`config.mk`:
```
export PLATFORM = sky130hd
export DESIGN_NAME = midi_message_parser
export DESIGN_NICKNAME = d
export VERILOG_FILES = /design/src/design/mmp_pkg.sv /design/src/design/mmp_decoder.sv /design/src/design/midi_message_parser.sv
export SDC_FILE = /design/constraint.sdc
export NUM_CORES = 1
export LEC_CHECK = 0
export BUFFER_PORTS_ARGS = -buffer_cell sky130_fd_sc_hd__buf_2
export CORE_MARGIN = 1
export CORE_UTILIZATION = 25
export DETAILED_ROUTE_END_ITERATION = 8
export GPL_TIMING_DRIVEN = 1
export HOLD_SLACK_MARGIN = 0.05
export SLEW_MARGIN = 20
export SYNTH_ARGS = -nofsm -noshare
export SYNTH_HDL_FRONTEND = slang
export SYNTH_HIERARCHICAL = 1
export SYNTH_SLANG_ARGS = --single-unit
```
`constraint.sdc`:
```
create_clock -name aclk -period 2.62 [get_ports aclk]
set_input_delay 0.262 -clock aclk [delete_from_list [all_inputs] [get_ports aclk]]
set_output_delay 0.262 -clock aclk [all_outputs]
set_load 0.05 [all_outputs]
```
`src/design/mmp_pkg.sv`:
```
// Shared types and codes for the MIDI message parser.
// No dependencies; used by mmp_decoder and midi_message_parser.
`timescale 1ns / 1ps
`default_nettype none

package mmp_pkg;

    localparam int BYTE_W  = 8;
    localparam int KIND_W  = 3;
    localparam int CHAN_W  = 4;
    localparam int DATA_W  = 7;
    localparam int MSG_W   = KIND_W + CHAN_W + 2 * DATA_W;
    localparam int M_TDATA_W = ((MSG_W + 7) / 8) * 8;

    localparam logic [BYTE_W-1:0] SYSEX_START = 8'hF0;
    localparam logic [BYTE_W-1:0] SYSEX_END   = 8'hF7;
    localparam logic [3:0]        SYSTEM_NIB  = 4'hF;

    localparam logic [KIND_W-1:0] KIND_NOTE_OFF  = 3'd0;
    localparam logic [KIND_W-1:0] KIND_NOTE_ON   = 3'd1;
    localparam logic [KIND_W-1:0] KIND_POLY      = 3'd2;
    localparam logic [KIND_W-1:0] KIND_CONTROL   = 3'd3;
    localparam logic [KIND_W-1:0] KIND_PROGRAM   = 3'd4;
    localparam logic [KIND_W-1:0] KIND_CHAN_PRES = 3'd5;
    localparam logic [KIND_W-1:0] KIND_BEND      = 3'd6;

    typedef struct packed {
        logic              valid;
        logic [KIND_W-1:0] msg_kind;
        logic [CHAN_W-1:0] chan;
        logic [DATA_W-1:0] data_first;
        logic [DATA_W-1:0] data_second;
    } mmp_msg_t;

endpackage

`default_nettype wire

```
`src/design/mmp_decoder.sv`:
```
// Parser state and per-byte decode logic for the MIDI message parser.
// Depends on mmp_pkg.
`timescale 1ns / 1ps
`default_nettype none

module mmp_decoder (
    input  wire logic                      aclk,
    input  wire logic                      aresetn,
    input  wire logic                      step,
    input  wire logic [mmp_pkg::BYTE_W-1:0] midi_byte,
    output mmp_pkg::mmp_msg_t              msg
);

    logic                        in_sysex_reg, in_sysex_next;
    logic                        pend_reg, pend_next;
    logic [mmp_pkg::KIND_W-1:0]  kind_reg, kind_next;
    logic [mmp_pkg::CHAN_W-1:0]  chan_reg, chan_next;
    logic [mmp_pkg::DATA_W-1:0]  held_reg, held_next;
    logic                        have_held_reg, have_held_next;

    always_comb begin
        in_sysex_next  = in_sysex_reg;
        pend_next      = pend_reg;
        kind_next      = kind_reg;
        chan_next      = chan_reg;
        held_next      = held_reg;
        have_held_next = have_held_reg;
        msg            = '0;

        if (in_sysex_reg) begin
            if (midi_byte == mmp_pkg::SYSEX_END) begin
                in_sysex_next = 1'b0;
            end
        end else if (midi_byte == mmp_pkg::SYSEX_START) begin
            in_sysex_next  = 1'b1;
            pend_next      = 1'b0;
            have_held_next = 1'b0;
        end else if (midi_byte[7:4] == mmp_pkg::SYSTEM_NIB) begin
            // other system bytes: drop, keep pending message
        end else if (midi_byte[7]) begin
            // new status abandons any unfinished message
            pend_next      = 1'b1;
            kind_next      = midi_byte[6:4];
            chan_next      = midi_byte[3:0];
            have_held_next = 1'b0;
        end else if (pend_reg) begin
            if (kind_reg == mmp_pkg::KIND_PROGRAM || kind_reg == mmp_pkg::KIND_CHAN_PRES) begin
                msg.valid       = 1'b1;
                msg.msg_kind    = kind_reg;
                msg.chan        = chan_reg;
                msg.data_first  = midi_byte[6:0];
                msg.data_second = '0;
                pend_next       = 1'b0;
                have_held_next  = 1'b0;
            end else if (!have_held_reg) begin
                held_next      = midi_byte[6:0];
                have_held_next = 1'b1;
            end else begin
                msg.valid       = 1'b1;
                msg.msg_kind    = (kind_reg == mmp_pkg::KIND_NOTE_ON && midi_byte[6:0] == '0)
                                  ? mmp_pkg::KIND_NOTE_OFF : kind_reg;
                msg.chan        = chan_reg;
                msg.data_first  = held_reg;
                msg.data_second = midi_byte[6:0];
                pend_next       = 1'b0;
                have_held_next  = 1'b0;
            end
        end
        if (!step) begin
            msg.valid = 1'b0;
        end
    end

    always_ff @(posedge aclk) begin
        if (!aresetn) begin
            in_sysex_reg  <= 1'b0;
            pend_reg      <= 1'b0;
            have_held_reg <= 1'b0;
        end else if (step) begin
            in_sysex_reg  <= in_sysex_next;
            pend_reg      <= pend_next;
            have_held_reg <= have_held_next;
        end
    end

    always_ff @(posedge aclk) begin
        if (step) begin
            kind_reg <= kind_next;
            chan_reg <= chan_next;
            held_reg <= held_next;
        end
    end

endmodule

`default_nettype wire

```
`src/design/midi_message_parser.sv`:
```
// Top level of the MIDI message parser: input word register, decoder, result register.
// Depends on mmp_pkg and mmp_decoder.
`timescale 1ns / 1ps
`default_nettype none

// Channel  Dir  Width  Contents
// s_       in   8      midi_byte, one received MIDI byte
// m_       out  24     msg_kind, chan, data_first, data_second (zero padded)
//
// One word is accepted every cycle while s_tready is high; throughput is one byte per cycle unless m_ stalls.
// Each byte passes through the input register, then the decode into the result register.
// A byte that completes a message yields one result word; all other bytes yield none.
// aresetn clears sysex mode, the pending status and both stage valid bits.
// A stall on m_ holds the result register; the input register keeps accepting
// until it too is full, then s_tready drops.

module midi_message_parser (
    input  wire logic                          aclk,
    input  wire logic                          aresetn,
    input  wire logic                          s_tvalid,
    output logic                               s_tready,
    input  wire logic [7:0]                    s_tdata,   // [7:0] midi_byte
    output logic                               m_tvalid,
    input  wire logic                          m_tready,
    output logic [mmp_pkg::M_TDATA_W-1:0]      m_tdata    // [2:0] msg_kind, [6:3] chan,
                                                          // [13:7] data_first,
                                                          // [20:14] data_second
);

    logic                         in_valid_reg;
    logic [mmp_pkg::BYTE_W-1:0]   in_byte_reg;
    logic                         out_valid_reg;
    logic [mmp_pkg::MSG_W-1:0]    out_data_reg;
    logic                         advance;
    mmp_pkg::mmp_msg_t            msg;

    // decode stage moves when the result register is free or being drained
    assign advance  = !out_valid_reg || m_tready;
    assign s_tready = !in_valid_reg || advance;

    always_ff @(posedge aclk) begin
        if (!aresetn) begin
            in_valid_reg <= 1'b0;
        end else if (s_tready) begin
            in_valid_reg <= s_tvalid;
        end
    end

    always_ff @(posedge aclk) begin
        if (s_tready && s_tvalid) begin
            in_byte_reg <= s_tdata;
        end
    end

    mmp_decoder u_decoder (
        .aclk      (aclk),
        .aresetn   (aresetn),
        .step      (in_valid_reg && advance),
        .midi_byte (in_byte_reg),
        .msg       (msg)
    );

    always_ff @(posedge aclk) begin
        if (!aresetn) begin
            out_valid_reg <= 1'b0;
        end else if (advance) begin
            out_valid_reg <= msg.valid;
        end
    end

    // load the payload only for a completed message
    always_ff @(posedge aclk) begin
        if (advance && msg.valid) begin
            out_data_reg <= {msg.data_second, msg.data_first, msg.chan, msg.msg_kind};
        end
    end

    assign m_tvalid = out_valid_reg;
    assign m_tdata  = {{(mmp_pkg::M_TDATA_W - mmp_pkg::MSG_W){1'b0}}, out_data_reg};

endmodule

`default_nettype wire
```
# --- Word-level counts from Yosys, hierarchy flattened ---
# Index checks and enable logic that the tools add are counted.
classes:
  n_eq_ne: 7
  bitwise_logic: 7
  mux: 22
  n_reduce_logical: 17
ops:
  columns: ["op", "count"]
  rows:
  - ["two-way mux 22 bit", 7]
  - ["== test 8 bit (second input constant)", 2]
  - ["two-way mux 1 bit", 14]
  - ["AND reduction 8 bit", 1]
  - ["zero test 7 bit", 1]
  - ["inverter 1 bit", 7]
  - ["OR reduction 7 bit", 1]
  - ["== test 3 bit (second input constant)", 2]
  - ["AND reduction 5 bit", 1]
  - ["OR reduction 5 bit", 1]
  - ["== test 4 bit (second input constant)", 1]
  - ["logical AND 1 bit", 4]
  - ["AND reduction 4 bit", 1]
  - ["== test 3 x 1 -> 1 bit (second input constant)", 1]
  - ["logical OR 1 bit", 3]
  - ["two-way mux 3 bit", 1]
  - ["AND reduction 3 bit", 1]
  - ["nonzero test 3 bit", 1]
  - ["zero test 1 bit", 2]
  - ["!= test 2 x 1 -> 1 bit (second input constant)", 1]
totals:
  ff_bits: 48
  input_bits: 12
  wordCells: 64

# --- Longest topological paths before layout ---
# Gate-level depths: netlist of the first run.
logic_depth:
  depth_word: 12
  ltp_mapped: 5
  depth_no_buf: 5

# --- Hierarchy ---
# Netlist of the first run, hierarchy kept.
modules_own_cells:
  columns: ["module", "seq_area_each_um2", "cells_each", "area_each_um2", "n_inst"]
  rows:
  - ["midi_message_parser", 910.9, 43, 997.2, 1]
  - ["mmp_decoder", 480.5, 86, 882.1, 1]

# --- Worst setup path after synthesis of the first run ---
# No wires, ideal clock.
synth_path:
  path_type: "register -> register"
  startpoint: "register in_byte_reg[7] in the netlist's numbering"
  endpoint: "register out_data_reg[0] in the netlist's numbering (enable)"
  stages_incl_launch_ff: 5
  arrival_ns: 2.130
  slack_ns: 0.089
  setup_time_ns: 0.401
  path_cell_list: "edfxtp_1 -> nor3b_2 -> a21boi_1 -> and2_1 -> nor2b_1"
synth_rtl:
  columns: ["item", "line", "rtl"]
  rows:
  - ["start: declaration", "midi_message_parser.sv:31", "logic [mmp_pkg::BYTE_W-1:0] in_byte_reg;"]
  - ["start signal: assignment", "midi_message_parser.sv:51", "in_byte_reg <= s_tdata;"]
  - ["end signal: assignment", "midi_message_parser.sv:74", "out_data_reg <= {msg.data_second, msg.data_first, msg.chan, msg.msg_kind};"]
  - ["end: declaration", "midi_message_parser.sv:33", "logic [mmp_pkg::MSG_W-1:0] out_data_reg;"]

==> results of run 1 <==
[how the worst max path moves through the flow]
stage / end / slack, ns / cells after the start
finish: out_data_reg[13]$_DFFE_PP_ / 0.44 / 5
global route: out_data_reg[11]$_DFFE_PP_ / 0.32 / 5
CTS: out_data_reg[12]$_DFFE_PP_ / 0.45 / 5
detailed placement: out_data_reg[12]$_DFFE_PP_ / 0.46 / 5
global placement: out_data_reg[12]$_DFFE_PP_ / 0.50 / 5
floorplan: out_data_reg[0]$_DFFE_PP_ / 0.09 / 4
[critical path, cell delays in order (launching register included)]
cell and delay [ns]:
sky130_fd_sc_hd__edfxtp_1 0.43, sky130_fd_sc_hd__nand2b_1 0.36, sky130_fd_sc_hd__a21boi_1 0.48, sky130_fd_sc_hd__and2_1 0.20
sky130_fd_sc_hd__nor2b_1 0.12, sky130_fd_sc_hd__buf_4 0.27
[metal layers]
| metal | wire length, µm | vias up | part of all wire, % |
|---|---|---|---|
| met4 | 29 | 0 | 0.89 |
| li1 | - | 555 | - |
| met5 | 0 | - | 0 |
| met2 | 1492 | 52 | 46 |
| met1 | 1442 | 507 | 44 |
| met3 | 287 | 2 | 8.8 |
[synthesized netlist by cell type, drive strengths merged]
cell | count | area, µm²
conb | 1 | 3.750
nand2 | 16 | 60.06
a21oi | 8 | 40.04
o311a | 1 | 10.01
nor2 | 1 | 3.750
and2 | 13 | 82.59
edfxtp | 43 | 1291
nor4 | 1 | 6.260
dfxtp | 5 | 100.1
and3 | 4 | 25.02
a22o | 1 | 8.760
nor2b | 5 | 38.78
and4bb | 1 | 12.51
nand2b | 1 | 6.260
or4 | 2 | 18.77
a211oi | 1 | 7.510
a21boi | 3 | 22.52
a311oi | 2 | 17.52
nand4 | 1 | 6.260
o21a | 1 | 7.510
nand3 | 3 | 15.01
nor3b | 2 | 20.02
and4 | 1 | 8.760
inv | 3 | 11.26
a31oi | 3 | 18.77
clkbuf | 1 | 3.750
buf | 4 | 27.52
o21ai | 1 | 5.000
[power by group]
group | internal (mW) | total [mW] | switching [mW]
clock | 0.283 | 0.512 | 0.229
combinational | 0.0169 | 0.0454 | 0.0284
sequential | 0.845 | 0.868 | 0.0230
total | 1.15 | 1.43 | 0.281
[layout make-up]
| class | instances | area [µm²] | area share (%) |
|---|---|---|---|
| Clock buffer | 6 | 72.57 | 3.194 |
| Clock inverter | 2 | 35.03 | 1.542 |
| Inverter | 3 | 11.26 | 0.4956 |
| Multi-Input combinational cell | 75 | 452.9 | 19.93 |
| Sequential cell | 48 | 1391 | 61.23 |
| Tap cell | 99 | 123.9 | 5.452 |
| Timing Repair Buffer | 36 | 185.2 | 8.150 |
[per-stage QoR]
stage                     hold slack [ns]  power (mW)
after detailed placement           0.4429      0.9317
after global placement             0.4422      0.9312
after floorplan                    0.3609      0.9094
after CTS                          0.1337       1.442
after global routing               0.1299       1.484
final                              0.1385       1.426
[kinds of logic (layout without fill, tap and decap cells)]
| family | count (synthesis) | in the layout | synth area share, % |
|---|---|---|---|
| and+or+nand+nor | 51 | 51 | 16.18 |
| DFF | 48 | 48 | 74.03 |
| AOI/OAI and AO/OA | 21 | 21 | 7.324 |
| other | 1 | 3 | 0.1995 |
| buffers and inverters | 8 | 47 | 2.263 |
==> impl_summary.md, run 1 <==
Outcome
The run finished with clean final reports.

Critical path
The worst setup path is launched from a flip-flop. Along the worst path, the maximum fanout reaches 21. At the worst endpoint, the arrival time is 2.17 ns. The critical path capture point type is a flip-flop. The critical path in this run is classified as reg2reg. The required time of the critical path is 2.61 ns. In this run the critical register-to-register path is launched from u_decoder/kind_reg[1]$_DFFE_PP_. For flop-to-flop paths, the worst setup slack is 0.44 ns.

The critical register-to-register path endpoint is out_data_reg[13]$_DFFE_PP_. The most critical setup path has its startpoint at u_decoder/kind_reg[1]$_DFFE_PP_. The path depth of the worst reg2reg path is 5.

Floorplan
In this run the horizontal extent of the chip is 88.70 µm. The effective utilization at floorplan is 25.91%. The initialized floorplan defines 31 standard-cell rows. The vertical die dimension is 88.70 µm. 38 I/O pins were placed. The total die area is 0.007868 mm². The core region is 0.007253 mm².

Route
After detailed routing, the average wire length per cell comes to around 12 µm. The number of antenna-violating nets in the routed design is 0. After detailed routing, the number of remaining DRC violations is 0. The total vias in the final route is 1,116. In this run, the number of DRC markers left after iteration 0 of detailed routing was 99.

The final routed wirelength across all metal layers is ~3.3 mm. The first detailed-routing pass took 5 iterations. The vias per cell is 4.149.

STA
The final count of hold timing violations is 0. The max-slew violation total from the final report is 0. Setup repair after global routing left no endpoint under its margin.

The clock period could shrink to about 2.2 ns. Setup violations remaining at the end of the flow were counted as 0. Setup total negative slack on the finished layout was measured at 0 ns. Dividing the final minimum period by the clock period gives 83.27%.

The final clock skew is roughly 0.0044 ns. Based on the critical path, the design can be clocked at up to 0.4584 GHz. Across all setup checks in the final design, the least slack found is ~0.44 ns.

Clocking
The clock net in this run drives a total of 48 sinks. The root buffer cell chosen for the clock tree is sky130_fd_sc_hd__clkbuf_8. The number of instances resized during post-cts repair is 0. TritonCTS built the clock tree. The H-tree was split into 2 levels. Buffers inserted to repair hold after CTS numbered 0.

The total setup buffers inserted after CTS is 0. Clock latency on the worst-skew pair, taken at its later pin, is 0.30 ns. The clock transition time at the flip-flop clock pins of the worst setup and hold paths is roughly 0.080 ns. Clock tree synthesis inserted a total of 5 buffers. The buffer levels on the longest clock path is 2.

Pwr
The leakage power of the design is just over 0.9 nW. Power spread over the standard cell area amounts to 627.6 mW/mm². The worst-case vdd ir drop is 0.0001849 V.

Layout
In the final design database the tool counted ~180 nets. The cell area after layout is 0.002272 mm². The area growth from synthesis to layout is 20.91%. The register with the most flip-flops in the layout has 21 of them. The post-route netlist has 28.24% of its cells at a drive strength greater than 1. The most common library cell in the layout ignoring fill and taps is sky130_fd_sc_hd__edfxtp_1. The antenna diode count is 0. The top cell types in the final layout, fill and taps aside, are sky130_fd_sc_hd__edfxtp_1 (43), sky130_fd_sc_hd__buf_2 (34), sky130_fd_sc_hd__nand2_1 (16). Measured on the finished design, the core utilization comes to 31.33%.

The fill cell total of the finished layout is 733. The finished layout holds 269 standard cells, fillers aside.

Global route
Global routing consumed, on the met1 layer, 11.88% of the routing resources. The aggregate global routing overflow is 0. The met2 demand-to-capacity share in global routing is 13.64%. Global routing consumed, on the met3 layer, 2.985% of the routing resources.

The first-pass GRT wire length is 5.306 mm. In this run the most used layer during global routing was met2. The pin count of the biggest net entering global routing is 22.

The initial antenna violation count was 0. The via count of the first global-routing pass is between 1,000 and 1,500. The global router's overall resource usage is 9.142%.

Logic synthesis
The number of flip-flops and latches in the synthesized netlist is 48. The number of warning messages in the yosys log is 6. After synthesis, flip-flops and latches occupy roughly 74% of the total area. Synthesis produced a netlist whose cell count is 129. Counting distinct cell types in the post-synthesis netlist gives 35.

The synthesized cell area is 0.001879 mm². The mean area per synthesized cell is approximately 15 µm².

Placement
The placed standard-cell area is 0.002165 mm². The placement-stage worst setup slack is approximately 0.46 ns. The final RePlAce weighted congestion is 0.7862. Summed over all nets, the half-perimeter wirelength after detailed placement is ~2.3 mm. The quantity of I/O buffers inserted on ports is 34. In this run, placement finished with an instance count of 261.

Min path
The depth of the worst hold-timing path is 1. The tightest min-delay check is of the in2reg type. For hold timing, the worst endpoint is in_byte_reg[5]$_DFFE_PP_.

In this run the most critical hold path is launched from s_tdata[5].

Flow run
The tool flagged a number of max-cap violations equal to 0.
No activity file was read; power rests on OpenSTA's default activity.
==> run 2: changes to the inputs <==
==> constraint.sdc (replaced) <==
create_clock -name aclk -period 1.88 [get_ports aclk]
set_input_delay 0.188 -clock aclk [delete_from_list [all_inputs] [get_ports aclk]]
set_output_delay 0.188 -clock aclk [all_outputs]
set_load 0.05 [all_outputs]
==> impl_summary.md, run 2 (synthesis results as in run 1) <==
Placement
The quantity of I/O buffers inserted on ports is 34 (unchanged). The HPWL after detailed placement is 2.451 mm (+7.6%). The final RePlAce weighted congestion is 0.8168 (+3.9%).

Floorplan
The placeable core region is 0.007253 mm² (unchanged). The effective utilization at floorplan is 25.91% (unchanged). The number of top-level pins came to 38 (unchanged).

The number of core rows was 31 (unchanged). The vertical die dimension is 88.70 µm (unchanged). The total die area came to 0.007868 mm² (unchanged). The width of the die came to 88.70 µm (unchanged).

Layout
The library cell used most frequently in the layout, excluding fill and tap cells, is sky130_fd_sc_hd__edfxtp_1. The fraction of layout instances using a drive strength above 1 is 32.09% (+3.9 points). The top cell types in the final layout, fill and taps aside, are sky130_fd_sc_hd__edfxtp_1 (43), sky130_fd_sc_hd__buf_2 (34), sky130_fd_sc_hd__nand2_1 (16). The area growth from synthesis to layout is 28.76%. The fill cell total of the finished layout was 719 (-1.9%). The antenna diode count is 0 (unchanged). The flip-flop count of the largest register after layout came to 21 (unchanged). The final layout net count came to 198 (+9.4%).

STA
The final clock skew came to 0.01244 ns (+0.008041 ns). The final count of hold timing violations was 0 (unchanged). The setup total negative slack was 0 ns (unchanged). The max-slew violation total from the final report is 0 (unchanged). Setup repair after global routing left no endpoint under its margin.

The final clock period utilization by the worst path came to 91.63% (+8.4 points). The achievable frequency is 0.5805 GHz (+27%). The final period demand of the worst path is 1.723 ns (-0.4590 ns). The number of endpoints failing setup at the final stage is 0 (unchanged).

Critical path
The number of stages on the worst setup path is 5 (unchanged). Traced cell by cell, the critical path runs through nor3b_2, a21boi_2, and2_1, nor2b_4, buf_12. The critical path capture point type is a flip-flop. The critical-path cell with the highest stage delay is sky130_fd_sc_hd__edfxtp_1. The arrival time of the worst setup path was 1.74 ns (-0.43 ns). The path depth of the worst reg2reg path came to 5 (unchanged). The critical path startpoint category is a flip-flop. The type of the worst setup path is reg2reg. The category of cells accounting for the largest share of critical-path delay is simple AND/OR/NAND/NOR gates. The required time of the critical path is 1.89 ns (-0.72 ns). The maximum fanout encountered on the critical timing path was 21 (unchanged). The biggest cell delay along the critical path is 0.49 ns (about the same). The buffering stage count on the worst path with inverters included is 1 (unchanged).

Pwr
The relative contribution of combinational cells to total power came to 5.8% (+2.6 points). The total design power came to 1.894 mW (+33%). The power density relative to cell area is 782.6 mW/mm² (+25%). The leakage power of the design is 0.9864 nW (+7.9%). The power share of the sequential group is 63.0% (+2.1 points). The switching share of total power is 21.61% (+1.9 points). The power dissipated by switching net loads is 409.3 µW (+46%).

The worst-case vdd ir drop came to 0.0004223 V (+130%). The internal power summed over all cells came to 1.484 mW (+30%). The clock share of power came to 31.2% (-4.7 points).

Global route
The aggregate global routing overflow is 0 (unchanged). The first-pass GRT wire length was 5.264 mm (-0.79%). The global router's overall resource usage was 9.300% (+0.16 points). The via count of the first global-routing pass came to 1,062 (-2.5%).

The initial antenna violation count is 0 (unchanged). The pin count of the biggest net entering global routing was 22 (unchanged).

Flow run
The number of max-cap violations is 0 (unchanged).

Route
The vias per cell is 4.122 (-0.63%). The routed wire length per instance is 11.99 µm (-0.82%). The DRC violation count after routing is 0 (unchanged). The final routed wirelength across all metal layers is 3.428 mm (+5.4%). The number of design-rule violations left by the first detailed-router iteration is 61 (-38%). The total vias in the final route was 1,179 (+5.6%). The number of search-and-repair iterations in the first detailed-routing pass is 4 (-1). The number of antenna-violating nets in the routed design is 0 (unchanged).

Clocking
The CTS tree is built. The total setup buffers inserted after CTS is 0 (unchanged). The CTS sink count came to 48 (unchanged). The clock transition time at the flip-flop clock pins of the worst setup and hold paths is 0.09 ns (about the same). The number of H-tree levels is 2 (unchanged). The buffer levels on the longest clock path is 2 (unchanged). The number of instances resized during post-cts repair is 0 (unchanged). The cts-stage hold buffer count is 3 (+3). The clock root buffer is sky130_fd_sc_hd__clkbuf_8.

The number of CTS-inserted buffers is 5 (unchanged). The clock insertion delay at the later pin of the skew report was 0.30 ns (about the same).

Min path
The depth of the worst hold-timing path is 1 (unchanged). The worst min-delay path category is in2reg.

Outcome
The run finished with clean final reports.
-- run 2: worst paths after layout --
| kind | startpoint | endpoint | slack (ns) |
|---|---|---|---|
| hold / removal | s_tdata[7] | in_byte_reg[7]$_DFFE_PP_ | 0.07 |
| hold reg to reg | u_decoder/chan_reg[3]$_DFFE_PP_ | out_data_reg[6]$_DFFE_PP_ | 0.52 |
| setup / recovery | in_byte_reg[7]$_DFFE_PP_ | out_data_reg[19]$_DFFE_PP_ | 0.16 |
| setup reg to reg | in_byte_reg[7]$_DFFE_PP_ | out_data_reg[19]$_DFFE_PP_ | 0.16 |
-- run 2: power groups by stage --
| stage | Sequential, mW | Clock [mW] | Combinational [mW] |
|---|---|---|---|
| finish | 1.19 | 0.590 | 0.110 |
| global route | 1.20 | 0.650 | 0.120 |
| CTS | 1.19 | 0.604 | 0.105 |
| detailed placement | 1.22 | 0 | 0.0996 |
| global placement | 1.22 | 0 | 0.0989 |
| floorplan | 1.22 | 0 | 0.0473 |
-- run 2: routing by layer --
metal | GRT usage [%] | wire [µm] | up-vias
met2 | 14.27 | 1579 | 45
met5 | 0 | 0 | -
li1 | - | - | 592
met3 | 2.332 | 214 | 7
met1 | 12.10 | 1567 | 535
met4 | 4.985 | 67 | 0
-- run 2: layout make-up --
| type | count | area [µm²] | share of cell area [%] |
|---|---|---|---|
| repair buffers | 53 | 342.8 | 14.17 |
| clock buffers | 5 | 68.82 | 2.844 |
| multi-input cells | 75 | 464.2 | 19.18 |
| inverters | 3 | 11.26 | 0.4654 |
| flip-flops and latches | 48 | 1391 | 57.50 |
| clock inverters | 3 | 17.52 | 0.7239 |
| well taps | 99 | 123.9 | 5.119 |
-- run 2: worst register-to-register path, stage by stage (launching register included) --
cell and delay [ns]:
sky130_fd_sc_hd__edfxtp_1 0.49, sky130_fd_sc_hd__nor3b_2 0.24, sky130_fd_sc_hd__a21boi_2 0.20, sky130_fd_sc_hd__and2_1 0.16, sky130_fd_sc_hd__nor2b_4 0.17, sky130_fd_sc_hd__buf_12 0.17
-- run 2: stage by stage --
step | cells | cell area, µm² | setup WS (ns) | utilization (%) | hold slack [ns]
after floorplan | 131 | 1898 | 0.03625 | - | 0.2869
after global placement | 271 | 2263 | 0.2520 | 31.21 | 0.3659
after detailed placement | 271 | 2263 | 0.1822 | 31.21 | 0.3661
after CTS | 282 | 2380 | 0.1637 | 32.81 | 0.05057
after global routing | 286 | 2420 | 0.04265 | 33.36 | 0.05093
final | 286 | 2420 | 0.1574 | 33.36 | 0.06669
==> run 3: changes to the inputs <==
--- a/config.mk
+++ b/config.mk
@@ -5,12 +5,13 @@
 export SDC_FILE = /design/constraint.sdc
 export NUM_CORES = 1
 export LEC_CHECK = 0
-export BUFFER_PORTS_ARGS = -buffer_cell sky130_fd_sc_hd__buf_2
+export BUFFER_PORTS_ARGS = -buffer_cell sky130_fd_sc_hd__clkbuf_2
 export CORE_MARGIN = 1
 export CORE_UTILIZATION = 25
 export DETAILED_ROUTE_END_ITERATION = 8
 export GPL_TIMING_DRIVEN = 1
 export HOLD_SLACK_MARGIN = 0.05
+export SKIP_CTS_REPAIR_TIMING = 1
 export SLEW_MARGIN = 20
 export SYNTH_ARGS = -nofsm -noshare
 export SYNTH_HDL_FRONTEND = slang
==> impl_summary.md, run 3 (synthesis results as in run 1) <==
Outcome
The run finished with clean final reports.

STA
The final clock skew is 0.01107 ns (-0.001369 ns). The setup total negative slack is 0 ns (unchanged). Setup repair after global routing left no endpoint under its margin.

The final count of hold timing violations is 0 (unchanged). The final period demand of the worst path is 1.687 ns (-0.03606 ns). The achievable frequency is 0.5929 GHz (+2.1%). The number of endpoints failing setup at the final stage is 0 (unchanged). The final clock period utilization by the worst path is 89.71% (-1.9 points). The max-slew violation total from the final report is 0 (unchanged).

Floorplan
The number of top-level pins is 38 (unchanged). The placeable core region was 0.007253 mm² (unchanged). The number of core rows was 31 (unchanged). The total die area is 0.007868 mm² (unchanged). The effective utilization at floorplan is 25.91% (unchanged). The vertical die dimension is 88.70 µm (unchanged). The width of the die is 88.70 µm (unchanged).

Clocking
The number of H-tree levels is 2 (unchanged). The buffer levels on the longest clock path is 2 (unchanged). In this run the clock root is driven by a sky130_fd_sc_hd__clkbuf_8. The clock transition time at the flip-flop clock pins of the worst setup and hold paths is 0.08 ns (about the same). The number of CTS-inserted buffers is 5 (unchanged).

The clock insertion delay at the later pin of the skew report is 0.30 ns (about the same). The CTS sink count came to 48 (unchanged). TritonCTS built the clock tree.

Layout
The fraction of layout instances using a drive strength above 1 is 32.09% (unchanged). The area growth from synthesis to layout is 28.76% (unchanged). The library cell used most frequently in the layout, excluding fill and tap cells, is sky130_fd_sc_hd__edfxtp_1.

The flip-flop and latch area was 0.001391 mm² (unchanged). The fill cell total of the finished layout is 731 (+1.7%). The antenna diode count was 0 (unchanged).

The utilization of the core after routing is 33.36% (unchanged). The multi-input combinational cell area came to 464.2 µm² (unchanged). The final layout net count was 198 (unchanged). The library cells used most frequently in the layout, excluding fill and tap cells, are sky130_fd_sc_hd__edfxtp_1 (43), sky130_fd_sc_hd__clkbuf_2 (34), sky130_fd_sc_hd__nand2_1 (16). The flip-flop count of the largest register after layout is 21 (unchanged). The cell area after layout is 0.002420 mm² (unchanged).

Placement
The HPWL after detailed placement is 2.456 mm (+0.23%). The quantity of I/O buffers inserted on ports came to 34 (unchanged). The placed standard-cell area came to 0.002263 mm² (unchanged). The final RePlAce weighted congestion was 0.8147 (-0.26%).

Route
The final routed wirelength across all metal layers is 3.494 mm (+1.9%). The routed wire length per instance came to 12.22 µm (+1.9%). The total vias in the final route is 1,171 (-0.68%). The number of antenna-violating nets in the routed design was 0 (unchanged). The DRC violation count after routing is 0 (unchanged). The vias per cell came to 4.094 (-0.68%). The number of design-rule violations left by the first detailed-router iteration is 91 (+49%). The number of search-and-repair iterations in the first detailed-routing pass was 4 (unchanged).

Critical path
The path depth of the worst reg2reg path came to 5 (unchanged). The critical-path cell with the highest stage delay is sky130_fd_sc_hd__edfxtp_1. The start of the worst register-to-register path is in_byte_reg[7]$_DFFE_PP_. The required time of the critical path is 1.89 ns (about the same).

The biggest cell delay along the critical path is 0.49 ns (about the same). The category of cells accounting for the largest share of critical-path delay is simple AND/OR/NAND/NOR gates. The buffering stage count on the worst path with inverters included is 1 (unchanged). The number of stages on the worst setup path is 5 (unchanged). The critical path startpoint category is a flip-flop. The worst setup path is of the reg2reg kind.

The critical path startpoint is in_byte_reg[7]$_DFFE_PP_. Following the worst setup path forward leads to its endpoint at out_data_reg[11]$_DFFE_PP_. The worst setup path is captured at a flip-flop.

The maximum fanout encountered on the critical timing path is 21 (unchanged). The critical register-to-register path endpoint is out_data_reg[11]$_DFFE_PP_. Walking the worst path, the cells encountered are nor3b_2, a21boi_2, and2_1, nor2b_4, buf_12. The arrival time of the worst setup path is 1.70 ns (-0.04 ns). The flop-to-flop setup slack was 0.19 ns (+0.04 ns).

Global route
The first-pass GRT wire length is 5.402 mm (+2.6%). The aggregate global routing overflow is 0 (unchanged). The initial antenna violation count came to 0 (unchanged).

The global router's overall resource usage is 9.617% (+0.32 points). The via count of the first global-routing pass is 1,092 (+2.8%). The pin count of the biggest net entering global routing is 22 (unchanged).

Min path
The depth of the worst hold-timing path is 1 (unchanged). The worst min-delay path category is in2reg.

Flow run
The number of max-cap violations is 0 (unchanged).

Pwr
The worst-case vdd ir drop is 0.0003163 V (-25%). The leakage power of the design was 0.9706 nW (-1.6%). The power density relative to cell area came to 782.6 mW/mm² (about the same).
==> run 3: changes by cell type in the layout (fill, tap and decap cells not counted) <==
cell                       before  now
sky130_fd_sc_hd__buf_2         34    0
sky130_fd_sc_hd__clkbuf_2       0   34
==> run 3: worst register-to-register path, stage by stage (launching register included) <==
cell and delay [ns]:
sky130_fd_sc_hd__edfxtp_1 0.49, sky130_fd_sc_hd__nor3b_2 0.22, sky130_fd_sc_hd__a21boi_2 0.19, sky130_fd_sc_hd__and2_1 0.16, sky130_fd_sc_hd__nor2b_4 0.16, sky130_fd_sc_hd__buf_12 0.17
==> run 3: how the worst min path moves through the flow <==
stage | from | to | slack [ns]
final | s_tdata[7] | in_byte_reg[7]$_DFFE_PP_ | 0.08
after global routing | s_tdata[7] | in_byte_reg[7]$_DFFE_PP_ | 0.05
after CTS | s_tdata[2] | in_byte_reg[2]$_DFFE_PP_ | 0.05
after detailed placement | s_tdata[2] | in_byte_reg[2]$_DFFE_PP_ | 0.37
after global placement | s_tdata[5] | in_byte_reg[5]$_DFFE_PP_ | 0.36
after floorplan | s_tdata[0] | in_byte_reg[0]$_DFFE_PP_ | 0.29
==> run 3: final cells by class <==
type	count	area share, %
flip-flops and latches	48	57.50
repair buffers	53	14.17
well taps	99	5.119
clock buffers	5	2.844
inverters	3	0.4654
clock inverters	3	0.7239
multi-input cells	75	19.18
==> run 3: through the flow <==
stage	cells	power, mW	hold WS [ns]	setup WS (ns)
2_1_floorplan	131	1.268	0.2869	0.03625
3_3_place_gp	271	1.316	0.3649	0.2531
3_5_place_dp	271	1.317	0.3666	0.2173
4_1_cts	279	1.900	0.05006	0.2047
5_1_grt	286	1.973	0.05329	0.07742
6_report	286	1.894	0.07509	0.1934
==> run 3: report_power, final <==
part	switching, mW	internal (mW)	leakage (nW)
logic	0.0635	0.0472	0.437
registers	0.0159	1.18	0.488
clock network	0.330	0.260	0.0460
total	0.409	1.48	0.971
==> run 3: routing by layer <==
layer / vias to the layer above / routed length, µm / GRT usage, % / share of wire [%]
met5: - / 0 / 0 / 0
met4: 0 / 96 / 5.279 / 2.7
met3: 9 / 195 / 3.265 / 5.6
met2: 44 / 1532 / 13.85 / 44
met1: 533 / 1669 / 12.68 / 48
li1: 585 / - / - / -
